**config.mk**
```make
export PLATFORM = sky130hd
export DESIGN_NAME = greedy_nearest_track_matcher_top
export DESIGN_NICKNAME = d
export VERILOG_FILES = /design/src/design/gntm_pkg.sv /design/src/design/greedy_nearest_track_matcher_top.sv /design/src/design/gntm_front.sv /design/src/design/gntm_back.sv
export SDC_FILE = /design/constraint.sdc
export NUM_CORES = 2
export LEC_CHECK = 0
export ABC_CLOCK_PERIOD_IN_PS = 29500
export BUFFER_PORTS_ARGS = -buffer_cell sky130_fd_sc_hd__buf_4
export CAP_MARGIN = 20
export CELL_PAD_IN_SITES_DETAIL_PLACEMENT = 0
export CELL_PAD_IN_SITES_GLOBAL_PLACEMENT = 1
export CORE_UTILIZATION = 43
export DETAILED_ROUTE_END_ITERATION = 6
export GPL_TIMING_DRIVEN = 0
export PLACE_DENSITY = 0.7
export SLEW_MARGIN = 20
export SYNTH_ARGS = -nofsm -noshare
export SYNTH_HDL_FRONTEND = slang
export SYNTH_SLANG_ARGS = --single-unit
```
**constraint.sdc**
```tcl
create_clock -name clk_i -period 29.5 [get_ports clk_i]
set_clock_uncertainty 0.05 [all_clocks]
set_input_delay 8.85 -clock clk_i [delete_from_list [all_inputs] [get_ports clk_i]]
set_output_delay 8.85 -clock clk_i [all_outputs]
set_load 0.02 [all_outputs]
```
**src/design/gntm_pkg.sv**
```systemverilog
// Package with the shared types, sizes and codes of the greedy nearest track matcher.
`timescale 1ns / 1ps
package gntm_pkg;

  localparam int TRACK_SLOTS = 8;
  localparam int FRAME_DETS  = 16;
  localparam int PATH_DEPTH  = 16;

  localparam int SLOT_W  = (TRACK_SLOTS > 1) ? $clog2(TRACK_SLOTS) : 1;
  localparam int PIDX_W  = (PATH_DEPTH > 1) ? $clog2(PATH_DEPTH) : 1;
  localparam int PCNT_W  = $clog2(PATH_DEPTH + 1);
  localparam int FIDX_W  = (FRAME_DETS > 1) ? $clog2(FRAME_DETS) : 1;
  localparam int FCNT_W  = $clog2(FRAME_DETS + 1);
  localparam int PADDR_W = ((TRACK_SLOTS * PATH_DEPTH) > 1) ?
                           $clog2(TRACK_SLOTS * PATH_DEPTH) : 1;
  localparam int PATH_MEM_DEPTH = TRACK_SLOTS * PATH_DEPTH;
  localparam int DEAD_W  = $clog2(TRACK_SLOTS + 1);

  localparam int CFG_IDX_W  = 1;
  localparam int CFG_DATA_W = 10;

  localparam logic [CFG_IDX_W-1:0] REG_MAX_MATCH_DIST = 1'd0;
  localparam logic [CFG_IDX_W-1:0] REG_ABSENT_LIMIT   = 1'd1;

  localparam logic ACT_DETECTION = 1'b0;
  localparam logic ACT_END_FRAME = 1'b1;

  localparam logic KIND_RETIRED = 1'b0;
  localparam logic KIND_SUMMARY = 1'b1;

  typedef struct packed {
    logic       action;
    logic [9:0] det_row;
    logic [9:0] det_col;
  } in_item_t;

  typedef struct packed {
    logic        kind;
    logic [15:0] track_id;
    logic [9:0]  final_row;
    logic [9:0]  final_col;
    logic [9:0]  oldest_row;
    logic [9:0]  oldest_col;
    logic [4:0]  path_length;
    logic [3:0]  dead_count;
    logic        last;
  } out_item_t;

  // Queue head as seen by the back end.
  typedef struct packed {
    logic       valid;
    logic       is_eof;
    logic [9:0] row;
    logic [9:0] col;
  } front_t;

  typedef enum logic [3:0] {
    ST_IDLE,
    ST_SCAN,
    ST_DET_DONE,
    ST_NEW_RD,
    ST_NEW_WR,
    ST_AGE,
    ST_RET_CHK,
    ST_RET_OUT,
    ST_SUM
  } state_e;

  function automatic logic [PADDR_W-1:0] path_addr(input logic [SLOT_W-1:0] slot,
                                                   input logic [PIDX_W-1:0] idx);
    path_addr = PADDR_W'(slot) * PADDR_W'(PATH_DEPTH) + PADDR_W'(idx);
  endfunction

  function automatic logic [PIDX_W-1:0] head_inc(input logic [PIDX_W-1:0] head);
    if (head == PIDX_W'(PATH_DEPTH - 1)) begin
      head_inc = '0;
    end else begin
      head_inc = head + PIDX_W'(1);
    end
  endfunction

endpackage

```
**src/design/greedy_nearest_track_matcher_top.sv**
```systemverilog
// Top level of the greedy nearest track matcher.
//
//   channel  direction  handshake                    payload
//   in       input      in_valid_i / in_stall_o      in_data_i  (in_item_t)
//   out      output     out_valid_o / out_stall_i    out_data_o (out_item_t)
//   cfg      input      cfg_we_i                     cfg_idx_i, cfg_data_i
//
// A detection holds the back end while every slot is scanned, one slot per cycle.
// An end-of-frame transaction reads and opens a track for each pending detection, ages the
// unclaimed tracks, checks every slot and emits a record per retired track, then the summary;
// output stalls hold the retire and summary steps.
// Reset is asynchronous and active low; no clearing pass is needed.
// A two-entry input queue takes transactions while the back end is busy, until it is full.
`timescale 1ns / 1ps
module greedy_nearest_track_matcher_top (
  input  logic                            clk_i,
  input  logic                            rst_ni,
  input  logic                            in_valid_i,
  output logic                            in_stall_o,
  input  gntm_pkg::in_item_t              in_data_i,
  output logic                            out_valid_o,
  input  logic                            out_stall_i,
  output gntm_pkg::out_item_t             out_data_o,
  input  logic                            cfg_we_i,
  input  logic [gntm_pkg::CFG_IDX_W-1:0]  cfg_idx_i,
  input  logic [gntm_pkg::CFG_DATA_W-1:0] cfg_data_i
);
  import gntm_pkg::*;

  front_t front;
  logic   pop;

  gntm_front u_front (
    .clk_i      (clk_i),
    .rst_ni     (rst_ni),
    .in_valid_i (in_valid_i),
    .in_stall_o (in_stall_o),
    .in_data_i  (in_data_i),
    .pop_i      (pop),
    .front_o    (front)
  );

  gntm_back u_back (
    .clk_i       (clk_i),
    .rst_ni      (rst_ni),
    .front_i     (front),
    .pop_o       (pop),
    .cfg_we_i    (cfg_we_i),
    .cfg_idx_i   (cfg_idx_i),
    .cfg_data_i  (cfg_data_i),
    .out_valid_o (out_valid_o),
    .out_stall_i (out_stall_i),
    .out_data_o  (out_data_o)
  );

endmodule

```
**src/design/gntm_front.sv**
```systemverilog
// Input side: a two-entry queue that takes transactions and tags end-of-frame items.
`timescale 1ns / 1ps
module gntm_front (
  input  logic              clk_i,
  input  logic              rst_ni,
  input  logic              in_valid_i,
  output logic              in_stall_o,
  input  gntm_pkg::in_item_t in_data_i,
  input  logic              pop_i,
  output gntm_pkg::front_t  front_o
);
  import gntm_pkg::*;

  in_item_t   entry_q [2];
  logic       wr_ptr_q, rd_ptr_q;
  logic [1:0] cnt_q;
  logic       push, pop;

  assign in_stall_o = (cnt_q == 2'd2);
  assign push       = in_valid_i && !in_stall_o;
  assign pop        = pop_i && (cnt_q != 2'd0);

  always_ff @(posedge clk_i) begin
    if (push) begin
      entry_q[wr_ptr_q] <= in_data_i;
    end
  end

  always_ff @(posedge clk_i or negedge rst_ni) begin
    if (!rst_ni) begin
      wr_ptr_q <= 1'b0;
      rd_ptr_q <= 1'b0;
      cnt_q    <= 2'd0;
    end else begin
      if (push) wr_ptr_q <= ~wr_ptr_q;
      if (pop) rd_ptr_q <= ~rd_ptr_q;
      cnt_q <= cnt_q + 2'(push) - 2'(pop);
    end
  end

  always_comb begin
    front_o.valid  = (cnt_q != 2'd0);
    front_o.is_eof = (entry_q[rd_ptr_q].action == ACT_END_FRAME);
    front_o.row    = entry_q[rd_ptr_q].det_row;
    front_o.col    = entry_q[rd_ptr_q].det_col;
  end

  assert property (@(posedge clk_i) disable iff (!rst_ni) cnt_q <= 2'd2)
    else $error("queue count out of range");
  assert property (@(posedge clk_i) disable iff (!rst_ni)
                   (cnt_q == 2'd0) |-> (wr_ptr_q == rd_ptr_q))
    else $error("empty queue with split pointers");
  assert property (@(posedge clk_i) disable iff (!rst_ni)
                   (cnt_q == 2'd2) |-> (wr_ptr_q == rd_ptr_q))
    else $error("full queue with split pointers");

endmodule

```
**src/design/gntm_back.sv**
```systemverilog
// Back end: slot table, trajectory and pending memories, sequencer and result register.
`timescale 1ns / 1ps
module gntm_back (
  input  logic                                clk_i,
  input  logic                                rst_ni,
  input  gntm_pkg::front_t                    front_i,
  output logic                                pop_o,
  input  logic                                cfg_we_i,
  input  logic [gntm_pkg::CFG_IDX_W-1:0]      cfg_idx_i,
  input  logic [gntm_pkg::CFG_DATA_W-1:0]     cfg_data_i,
  output logic                                out_valid_o,
  input  logic                                out_stall_i,
  output gntm_pkg::out_item_t                 out_data_o
);
  import gntm_pkg::*;

  // Configuration.
  logic [9:0] max_dist_q;
  logic [7:0] absent_limit_q;

  // Slot table.
  logic [TRACK_SLOTS-1:0] active_q, claimed_q;
  logic [15:0]       id_q     [TRACK_SLOTS];
  logic [9:0]        row_q    [TRACK_SLOTS];
  logic [9:0]        col_q    [TRACK_SLOTS];
  logic [7:0]        absent_q [TRACK_SLOTS];
  logic [PIDX_W-1:0] head_q   [TRACK_SLOTS];
  logic [PCNT_W-1:0] pcount_q [TRACK_SLOTS];

  // Memories.
  logic [19:0] path_mem [PATH_MEM_DEPTH];
  logic [19:0] pend_mem [FRAME_DETS];
  logic [19:0] path_rd_q, pend_rd_q;

  // Sequencer.
  state_e            state_q, state_d;
  logic [SLOT_W-1:0] s_q, best_s_q;
  logic [20:0]       best_q;
  logic              found_q;
  logic [9:0]        det_row_q, det_col_q;
  logic [FCNT_W-1:0] fcnt_q, pcnt_q, i_q;
  logic [15:0]       next_id_q;
  logic [DEAD_W-1:0] dead_q;

  logic      out_valid_q;
  out_item_t out_q, out_d;

  // Datapath terms.
  logic [9:0]  dr, dc;
  logic [20:0] sq_dist;
  logic        better, s_last, retire, out_free, any_free;
  logic [SLOT_W-1:0] free_s, tp_slot;
  logic [PIDX_W-1:0] oldest_idx;
  logic [PCNT_W:0]   oldest_sum;

  // Control outputs of the sequencer.
  logic tp_en, tp_fresh, pend_we, out_load, det_take;
  logic [9:0] tp_row, tp_col;

  always_comb begin
    dr      = (det_row_q >= row_q[s_q]) ? det_row_q - row_q[s_q] : row_q[s_q] - det_row_q;
    dc      = (det_col_q >= col_q[s_q]) ? det_col_q - col_q[s_q] : col_q[s_q] - det_col_q;
    sq_dist = 21'(dr) * 21'(dr) + 21'(dc) * 21'(dc);
    better  = active_q[s_q] && !claimed_q[s_q] && (sq_dist < best_q);
    s_last  = (s_q == SLOT_W'(TRACK_SLOTS - 1));
    retire  = active_q[s_q] && (absent_q[s_q] >= absent_limit_q);
    out_free = !out_valid_q || !out_stall_i;
  end

  // Lowest inactive slot.
  always_comb begin
    any_free = 1'b0;
    free_s   = '0;
    for (int k = TRACK_SLOTS - 1; k >= 0; k--) begin
      if (!active_q[k]) begin
        any_free = 1'b1;
        free_s   = SLOT_W'(k);
      end
    end
  end

  // Oldest retained point: head minus count, modulo the ring depth.
  always_comb begin
    oldest_sum = (PCNT_W + 1)'(head_q[s_q]) + (PCNT_W + 1)'(PATH_DEPTH)
               - (PCNT_W + 1)'(pcount_q[s_q]);
    if (oldest_sum >= (PCNT_W + 1)'(PATH_DEPTH)) begin
      oldest_idx = PIDX_W'(oldest_sum - (PCNT_W + 1)'(PATH_DEPTH));
    end else begin
      oldest_idx = PIDX_W'(oldest_sum);
    end
  end

  // Next state.
  always_comb begin
    state_d = state_q;
    unique case (state_q)
      ST_IDLE: begin
        if (front_i.valid) begin
          if (front_i.is_eof) begin
            state_d = ST_NEW_RD;
          end else if (fcnt_q < FCNT_W'(FRAME_DETS)) begin
            state_d = ST_SCAN;
          end
        end
      end
      ST_SCAN:     if (s_last) state_d = ST_DET_DONE;
      ST_DET_DONE: state_d = ST_IDLE;
      ST_NEW_RD:   state_d = (i_q < pcnt_q) ? ST_NEW_WR : ST_AGE;
      ST_NEW_WR:   state_d = ST_NEW_RD;
      ST_AGE:      state_d = ST_RET_CHK;
      ST_RET_CHK: begin
        if (retire) begin
          state_d = ST_RET_OUT;
        end else if (s_last) begin
          state_d = ST_SUM;
        end
      end
      ST_RET_OUT:  if (out_free) state_d = s_last ? ST_SUM : ST_RET_CHK;
      ST_SUM:      if (out_free) state_d = ST_IDLE;
      default:     state_d = ST_IDLE;
    endcase
  end

  // Sequencer outputs.
  always_comb begin
    pop_o    = 1'b0;
    det_take = 1'b0;
    tp_en    = 1'b0;
    tp_fresh = 1'b0;
    tp_slot  = best_s_q;
    tp_row   = det_row_q;
    tp_col   = det_col_q;
    pend_we  = 1'b0;
    out_load = 1'b0;
    unique case (state_q)
      ST_IDLE: begin
        pop_o    = front_i.valid;
        det_take = front_i.valid && !front_i.is_eof && (fcnt_q < FCNT_W'(FRAME_DETS));
      end
      ST_DET_DONE: begin
        tp_en   = found_q;
        pend_we = !found_q && (pcnt_q < FCNT_W'(FRAME_DETS));
      end
      ST_NEW_WR: begin
        tp_en    = any_free;
        tp_fresh = 1'b1;
        tp_slot  = free_s;
        tp_row   = pend_rd_q[19:10];
        tp_col   = pend_rd_q[9:0];
      end
      ST_RET_OUT, ST_SUM: out_load = out_free;
      default: ;
    endcase
  end

  // Next result: a retired track record or the frame summary.
  always_comb begin
    out_d = '0;
    if (state_q == ST_RET_OUT) begin
      out_d.kind        = KIND_RETIRED;
      out_d.track_id    = id_q[s_q];
      out_d.final_row   = row_q[s_q];
      out_d.final_col   = col_q[s_q];
      out_d.oldest_row  = path_rd_q[19:10];
      out_d.oldest_col  = path_rd_q[9:0];
      out_d.path_length = 5'(pcount_q[s_q]);
    end else begin
      out_d.kind       = KIND_SUMMARY;
      out_d.dead_count = 4'(dead_q);
      out_d.last       = 1'b1;
    end
  end

  always_ff @(posedge clk_i) begin
    if (tp_en) begin
      path_mem[path_addr(tp_slot, tp_fresh ? '0 : head_q[tp_slot])] <= {tp_row, tp_col};
    end
    if (pend_we) begin
      pend_mem[pcnt_q[FIDX_W-1:0]] <= {det_row_q, det_col_q};
    end
    path_rd_q <= path_mem[path_addr(s_q, oldest_idx)];
    pend_rd_q <= pend_mem[i_q[FIDX_W-1:0]];
  end

  always_ff @(posedge clk_i or negedge rst_ni) begin
    if (!rst_ni) begin
      state_q        <= ST_IDLE;
      max_dist_q     <= 10'd48;
      absent_limit_q <= 8'd5;
      active_q       <= '0;
      claimed_q      <= '0;
      for (int k = 0; k < TRACK_SLOTS; k++) begin
        id_q[k]     <= '0;
        row_q[k]    <= '0;
        col_q[k]    <= '0;
        absent_q[k] <= '0;
        head_q[k]   <= '0;
        pcount_q[k] <= '0;
      end
      s_q         <= '0;
      best_s_q    <= '0;
      best_q      <= '0;
      found_q     <= 1'b0;
      det_row_q   <= '0;
      det_col_q   <= '0;
      fcnt_q      <= '0;
      pcnt_q      <= '0;
      i_q         <= '0;
      next_id_q   <= 16'd1;
      dead_q      <= '0;
      out_valid_q <= 1'b0;
      out_q       <= '0;
    end else begin
      state_q <= state_d;

      if (cfg_we_i) begin
        priority case (cfg_idx_i)
          REG_MAX_MATCH_DIST: max_dist_q     <= cfg_data_i;
          REG_ABSENT_LIMIT:   absent_limit_q <= cfg_data_i[7:0];
          default: ;
        endcase
      end

      if (det_take) begin
        det_row_q <= front_i.row;
        det_col_q <= front_i.col;
        best_q    <= 21'(max_dist_q) * 21'(max_dist_q);
        found_q   <= 1'b0;
        s_q       <= '0;
        fcnt_q    <= fcnt_q + FCNT_W'(1);
      end
      if (state_q == ST_IDLE && pop_o && front_i.is_eof) begin
        i_q <= '0;
      end

      if (state_q == ST_SCAN) begin
        if (better) begin
          best_q   <= sq_dist;
          best_s_q <= s_q;
          found_q  <= 1'b1;
        end
        s_q <= s_q + SLOT_W'(1);
      end

      if (pend_we) pcnt_q <= pcnt_q + FCNT_W'(1);

      if (tp_en) begin
        row_q[tp_slot]     <= tp_row;
        col_q[tp_slot]     <= tp_col;
        absent_q[tp_slot]  <= '0;
        claimed_q[tp_slot] <= 1'b1;
        if (tp_fresh) begin
          active_q[tp_slot] <= 1'b1;
          id_q[tp_slot]     <= next_id_q;
          next_id_q         <= (next_id_q == 16'hFFFF) ? 16'd1 : next_id_q + 16'd1;
          head_q[tp_slot]   <= head_inc('0);
          pcount_q[tp_slot] <= PCNT_W'(1);
        end else begin
          head_q[tp_slot] <= head_inc(head_q[tp_slot]);
          if (pcount_q[tp_slot] < PCNT_W'(PATH_DEPTH)) begin
            pcount_q[tp_slot] <= pcount_q[tp_slot] + PCNT_W'(1);
          end
        end
      end

      if (state_q == ST_NEW_WR) i_q <= i_q + FCNT_W'(1);

      if (state_q == ST_AGE) begin
        for (int k = 0; k < TRACK_SLOTS; k++) begin
          if (active_q[k] && !claimed_q[k] && absent_q[k] != 8'd255) begin
            absent_q[k] <= absent_q[k] + 8'd1;
          end
        end
        s_q    <= '0;
        dead_q <= '0;
      end

      if (state_q == ST_RET_CHK && !retire) s_q <= s_q + SLOT_W'(1);

      // Result register.
      if (out_load) begin
        out_valid_q <= 1'b1;
        out_q       <= out_d;
        if (state_q == ST_RET_OUT) begin
          active_q[s_q] <= 1'b0;
          absent_q[s_q] <= '0;
          dead_q        <= dead_q + DEAD_W'(1);
          s_q           <= s_q + SLOT_W'(1);
        end else begin
          claimed_q <= '0;
          pcnt_q    <= '0;
          fcnt_q    <= '0;
        end
      end else if (!out_stall_i) begin
        out_valid_q <= 1'b0;
      end
    end
  end

  assign out_valid_o = out_valid_q;
  assign out_data_o  = out_q;

  assert property (@(posedge clk_i) disable iff (!rst_ni) fcnt_q <= FCNT_W'(FRAME_DETS))
    else $error("frame detection count overflow");
  assert property (@(posedge clk_i) disable iff (!rst_ni) pcnt_q <= fcnt_q)
    else $error("more pending detections than detections this frame");
  assert property (@(posedge clk_i) disable iff (!rst_ni)
                   (state_q == ST_NEW_WR) |-> ($past(state_q) == ST_NEW_RD))
    else $error("new track opened without a pending read");
  assert property (@(posedge clk_i) disable iff (!rst_ni)
                   (state_q == ST_RET_OUT) |-> retire)
    else $error("retiring a slot that does not qualify");

endmodule

```
Yosys cells after proc, flatten, opt, wreduce, memory -nomap -nowiden
Memory sizes are Yosys's and may differ from the RTL's. A register that Yosys moved wholly into a read port is not among the register bits. Cells that the tools add are included.

Input bits: 37. Register bits: 617. Logic and storage cells: 381. Memory bits (writable): 2922. Memories: 3.

Memories: u_back.path_mem (depth 128, width 20, read ports 1, clocked after Yosys merged registers in 1, write ports 1, line gntm_back.sv:31) `logic [19:0] path_mem [PATH_MEM_DEPTH];`; u_back.pend_mem (depth 16, width 20, read ports 1, clocked after Yosys merged registers in 1, write ports 1, line gntm_back.sv:32) `logic [19:0] pend_mem [FRAME_DETS];`; u_front.entry_q (depth 2, width 21, read ports 1, clocked after Yosys merged registers in 0, write ports 1, line gntm_front.sv:14) `in_item_t entry_q [2];`.

Equality and inequality tests: 27. Multipliers: 3. Reductions and logical operators: 58. Bitwise gates (word level): 19. $lt $le $gt $ge: 17. Multiplexer cells: 149. Add/sub/neg operators: 28.

Operators with widths (count): 2-to-1 mux 64 bit (4); bitwise mux 80 bit (2); 2-to-1 mux 8 bit (19); AND 64 bit (2); bitwise mux 128 bit (1); inverter 64 bit (2); 2-to-1 mux 10 bit (9); 2-to-1 mux 4 bit (22); 2-to-1 mux 40 bit (2); 2-to-1 mux 5 bit (14); adder 8 x 1 -> 8 bit, second input constant (8); 2-to-1 mux 16 bit (4); != test 8 bit, second input constant (8); 2-to-1 mux 21 bit (3); 2-to-1 mux 61 bit (1); binary-select mux 10 bit (select 3 bit) (2); multiplier 10 x 10 -> 20 bit (3); binary-select mux 16 bit (select 3 bit) (1); demux 16 bit (select 3 bit) (1); demux 8 bit (select 3 bit) (2); 2-to-1 mux 3 bit (15); bitwise mux 40 bit (1); subtractor 10 bit (4); AND 32 bit (1); other kinds (59) (170).

Depth between registers and ports, before layout
Word-level depth: 22. Depth in mapped cells: 50. Gate-level depth less buffers: 44.

Modules after synthesis
A second synthesis with hierarchy kept.

Cell total of the unflattened synthesis: 8972. Area, all modules: 150563.2 um^2.

Modules (own cells, without submodules): gntm_back (instances 1, area an instance 148845.3 um^2, cells each 8889); gntm_front (instances 1, area an instance 1717.9 um^2, cells each 83).

Least setup slack after synthesis
Ideal clock, no wire load.

Kind: register -> register. Start point: register u_back.s_q[1]. End point: register u_back.best_q[11]. Library setup time: 125 ps. Cell stages (with the launch flop): 45. Data arrival time: 12302 ps. Path slack: 17023 ps. Required time: 29325 ps. Clock period less this slack: 12477 ps. Cells stage by stage: dfrtp_1 buf_2 buf_1 clkbuf_1 clkbuf_1 clkbuf_1 o22ai_1 a21oi_1 inv_1 ha_1 a41oi_1 a31o_2 a221oi_1 buf_2 mux2_2 a311oi_1 o221ai_1 a2bb2oi_1 [9 not listed] inv_1 fa_1 inv_1 ha_1 a21o_1 a21o_1 a21oi_1 a21oi_1 or2_2 o41ai_1 xnor2_1 ha_1 a21o_1 a211oi_1 o221ai_1 a2111oi_0 clkbuf_1 mux2_2.

Cells in the longest elaborated chain, start to end: 12.

Ends and longest elaborated chain: start: declaration (line gntm_back.sv:37) `logic [SLOT_W-1:0] s_q, best_s_q;`; start signal: assignment (line gntm_back.sv:242) `s_q <= s_q + SLOT_W'(1);`; start signal: assignment (line gntm_back.sv:278) `if (state_q == ST_RET_CHK && !retire) s_q <= s_q + SLOT_W'(1);`; start signal: assignment (line gntm_back.sv:288) `s_q <= s_q + SLOT_W'(1);`; inverter 3 -> 4 bit (implied by the code) (line gntm_back.sv:61, gntm_back.sv:62); binary-select mux 10 bit (select 3 bit) (on tied branches) (line gntm_back.sv:61, gntm_back.sv:62); 2-to-1 mux 10 bit (on tied branches) (2 in series) (line gntm_back.sv:61, gntm_back.sv:62); subtractor 10 bit (tied with other cells) (line gntm_back.sv:61) `dr = (det_row_q >= row_q[s_q]) ? det_row_q - row_q[s_q] : row_q[s_q] - det_row_q;`; 2-to-1 mux 10 bit (on tied branches) (line gntm_back.sv:61, gntm_back.sv:62); multiplier 10 x 10 -> 20 bit (line gntm_back.sv:63) `sq_dist = 21'(dr) * 21'(dr) + 21'(dc) * 21'(dc);`; adder 20 x 20 -> 21 bit (line gntm_back.sv:63); less-than comparator 21 bit (line gntm_back.sv:64) `better = active_q[s_q] && !claimed_q[s_q] && (sq_dist < best_q);`; logical AND 1 bit (line gntm_back.sv:64); 2-to-1 mux 21 bit (*) (line gntm_back.sv:237) `if (better) begin`; 2-to-1 mux 21 bit (*) (line gntm_back.sv:236) `if (state_q == ST_SCAN) begin`; end signal: assignment (line gntm_back.sv:227) `best_q <= 21'(max_dist_q) * 21'(max_dist_q);`; end signal: assignment (line gntm_back.sv:238) `best_q <= sq_dist;`; end: declaration (line gntm_back.sv:38) `logic [20:0] best_q;`.

Every way passes the cells marked *; elsewhere a longest branch is shown, timed or not. The select of a mux whose other input is x is not followed. A chain may end at the register's enable or synchronous reset.

Worst setup path in the final report
Start point: register u_back.s_q[1]. End point: register u_back.best_q[17].

The elaborated chain is that of the path after synthesis.

==> results.md <==
- Number of clock sinks: 3,578
- Overall die height: 597.3 um
- Ports: 106
- RSZ-0062 raised after global routing: false
- Sequential cell area: 104,000 um^2
- Share of cells above drive strength 1: 22.34%
- Count of maximum capacitance violations: 0
- Cell with the most instances after synthesis: sky130_fd_sc_hd__edfxtp_1
- Largest net degree at the start of global routing: 113
- Number of buffers inserted by hold repair at cts: 0
- Mean number of vias per cell: 6.074
- Standard-cell row count: 218
- Violations in the final reports: DRC
- Depth of the worst register-to-register path: 45
- Top FF cell, synth: sky130_fd_sc_hd__edfxtp_1
- Post-synth EDFFs: 2,922
- Yosys top cell area share: 57.59%
- List of most frequent post-synthesis cells: sky130_fd_sc_hd__edfxtp_1, sky130_fd_sc_hd__mux4_2, sky130_fd_sc_hd__nand2_1
- Nets@finish: 10,180
- Clock edge transition at the registers on the reported setup and hold paths: 0.06 ns
- Setup crit end: u_back.best_q[17]$_DFF_PN0_
- CTS Root Cell: sky130_fd_sc_hd__clkbuf_16
- Cell mode on critical path: sky130_fd_sc_hd__fa_1
- Type of element launching the critical path: flip-flop
- CP Launch Point: u_back.s_q[1]$_DFF_PN0_
- Final wirelength: 479.6 mm
- Final min period: 17.45 ns
- Initial Util: 43.20%
- Via total after detailed routing: 89,740
- Synth cell types: 84
- Die area: 356,700 um^2
- Slew at the pin with the worst max-slew slack: 1.312 ns
- Worst slew margin relative to its limit: 12.24%
- Type of the tightest min-delay check: reg2reg
- First-pass DRT Iterations: 7
- Net count after synthesis: 9,553
- Final Hold Slack: 0.3947 ns
- Iteration-0 DRC count of the detailed router: 11,940
- Hold violation count in the final report: 0
- Placeable Area: 352,700 um^2
- Sum of negative setup slack: 0 ns
- Multi-input logic area: 46,300 um^2
- Synth-to-layout area growth: 15.46%
- Syn Inst Count: 9,106
- Syn Std Cell Area: 152,400 um^2
- Count of yosys warnings during synthesis: 0
- Avg Cell Area, Syn: 16.73 um^2
- Reg2Reg Capture Point: u_back.best_q[17]$_DFF_PN0_
- Routed length per instance: 32.46 um
- GRT Overall Usage: 26.67%
- Crit path arrival time: 18.19 ns
- Endpoint kind of the worst setup timing path: flip-flop
- Number of fill cells: 28,870
- Largest fanout on the critical path: 10
- Number of slew-limit violations in the final report: 0
- Number of synthesized register bits: 3,578
- Grt total ovfl: 0
- Die width: 597.3 um
- Final count of negative-setup-slack endpoints: 0
- Fmax achieved: 57.30 MHz
- Sequential fraction of the synthesis area: 68.23%
- Outcome: finished, violations left
- Sum of net half-perimeters after detailed placement: 336.8 mm
- Crit path max-delay cell type: sky130_fd_sc_hd__a21oi_1
- Maximum number of buffers from clock root to sink: 4
- Number of H-tree levels: 5
- Share of flip-flops with an asynchronous set or reset after synthesis: 17.22%
- Start of the worst register-to-register path: u_back.s_q[1]$_DFF_PN0_
- Number of buffer cells added on primary ports: 105
- Wire length of the first global-routing pass: 672.6 mm
- Source-to-sink clock delay at the later pin of the worst-skew pair: 0.99 ns
- Clock tree from TritonCTS: built
- Crit path largest cell delay: 0.97 ns
- Post-synth top area cell: sky130_fd_sc_hd__edfxtp_1
- Antenna Violating Nets Remaining: 0
- Leading post-synthesis cells by cell area: sky130_fd_sc_hd__edfxtp_1, sky130_fd_sc_hd__mux4_2, sky130_fd_sc_hd__dfrtp_1
- Num CTS Buffers: 371
- Post-CTS Setup Inserts: 0
- CTS resizes: 0
- Type of the worst setup path: reg2reg
- Number of design rule violations left after detail routing: 2
- Worst path required time: 30.24 ns
- Via count of the first global-routing pass: 89,330
- Placer congestion estimate: 0.9611
- Setup slack of the worst register-to-register path: 12.05 ns
- Initial antenna violation count: 33
- Share of the cycle needed by the critical path after routing: 59.16%
==> stage by stage <==
step                instances  area [um^2]  setup WS, ns  utilization [%]
floorplan                9106       152400         17.02                -
detailed placement      14090       163500         12.40            46.37
global route            14770       175900         11.52            49.88
CTS                     14760       175800         12.33            49.84
global placement        13940       159100         10.45            45.10
finish                  14780       175900         12.05            49.88
==> sequential cells by signal, indices dropped and copies added (netlist names), 5 cells and up <==
name                   flops
u_back.claimed_q           8
u_back.best_q             21
u_back.pcount_q           40
u_back.det_col_q          10
u_back.head_q             32
u_back.next_id_q          16
u_back.col_q              80
u_back.det_row_q          10
u_back.row_q              80
u_back.out_data_o         66
u_front.entry_q           42
u_back.i_q                 5
u_back.path_rd_q          20
u_back.pcnt_q              5
u_back.max_dist_q         10
u_back.pend_mem          320
u_back.absent_limit_q      8
u_back.active_q            8
u_back.id_q              128
u_back.pend_rd_q          20
u_back.absent_q           64
u_back.fcnt_q              5
u_back.path_mem         2560
==> worst max-delay path: cells and delay by family, from the launching register on <==
family,cells,cell delay (ns)
AO/OA/AOI/OAI,17,5.12
XOR/XNOR,2,0.92
adder cells (fa/ha/maj),10,4.37
buffers and inverters,12,5.37
flip-flops,1,0.38
multiplexers,2,0.61
AND/OR/NAND/NOR,2,0.45
==> area by class of cell <==
type / instances / area share [%]
multi-input combinational: 4656 / 26.32
buffer: 494 / 1.189
tap: 4730 / 3.364
antenna: 13 / 0.01849
timing repair buffer: 255 / 2.196
clock inverter: 198 / 1.289
inverter: 378 / 0.8634
sequential: 3578 / 59.09
clock buffer: 473 / 5.668
==> logic make-up after synthesis <==
group / Yosys count / share of synthesized area [%]
and+or+nand+nor: 1802 / 5.332
muxes: 1162 / 14.43
adders and majority gates: 410 / 4.263
DFF: 3578 / 68.23
AOI/OAI and AO/OA: 1191 / 4.967
buffers and inverters: 872 / 2.250
xor gates and xnor gates: 91 / 0.5231
==> routing by layer <==
| metal | wire length [um] | GRT usage [%] | share of wire [%] | vias up |
|---|---|---|---|---|
| li1 | - | - | - | 36620 |
| met1 | 183300 | 35.57 | 38 | 47360 |
| met2 | 223900 | 42.11 | 47 | 4787 |
| met3 | 46680 | 5.530 | 9.7 | 968 |
| met4 | 25740 | 12.41 | 5.4 | 8 |
| met5 | 51 | 0 | 0.011 | - |
==> how the worst min path moves through the flow <==
stage | from | endpoint | slack [ns] | depth (start not counted)
after floorplan | u_back.path_rd_q[0]$_DFF_P_ | u_back.out_data_o[10]$_DFFE_PN0P_ | 0.36 | 2
after CTS | u_back.path_rd_q[1]$_DFF_P_ | u_back.out_data_o[11]$_DFFE_PN0P_ | 0.39 | 2
after detailed placement | u_back.path_rd_q[1]$_DFF_P_ | u_back.out_data_o[11]$_DFFE_PN0P_ | 0.38 | 2
after global routing | u_back.path_rd_q[1]$_DFF_P_ | u_back.out_data_o[11]$_DFFE_PN0P_ | 0.42 | 2
final | u_back.path_rd_q[1]$_DFF_P_ | u_back.out_data_o[11]$_DFFE_PN0P_ | 0.39 | 2
after global placement | u_back.path_rd_q[8]$_DFF_P_ | u_back.out_data_o[18]$_DFFE_PN0P_ | 0.38 | 2
==> placed cells by master (no fill, tap or decap), drive strengths merged, types with 19 or more instances in the layout <==
master and count:
nand3 129, a21o 27, a221oi 65, mux2i 130
xor2 32, ha 228, nand2b 39, a221o 21
or2 25, clkbuf 817, or3 31, a31oi 50
inv 390, a211oi 97, o31ai 26, buf 405
dfxtp 40, mux4 803, o211ai 19, a22oi 42
edfxtp 2922, nor2b 20, o21a 23, fa 182
and3 116, xnor2 59, clkinv 133, nor2 451
nand3b 37, o22ai 45, bufinv 42, a21oi 229
o21ai 411, dfrtp 611, nand2 765, mux2 229
nor3 75, and2 57
Power is left out: the tool's default activity adds up to more than one toggle a clock period on the data nets, which glitch-free logic cannot reach.
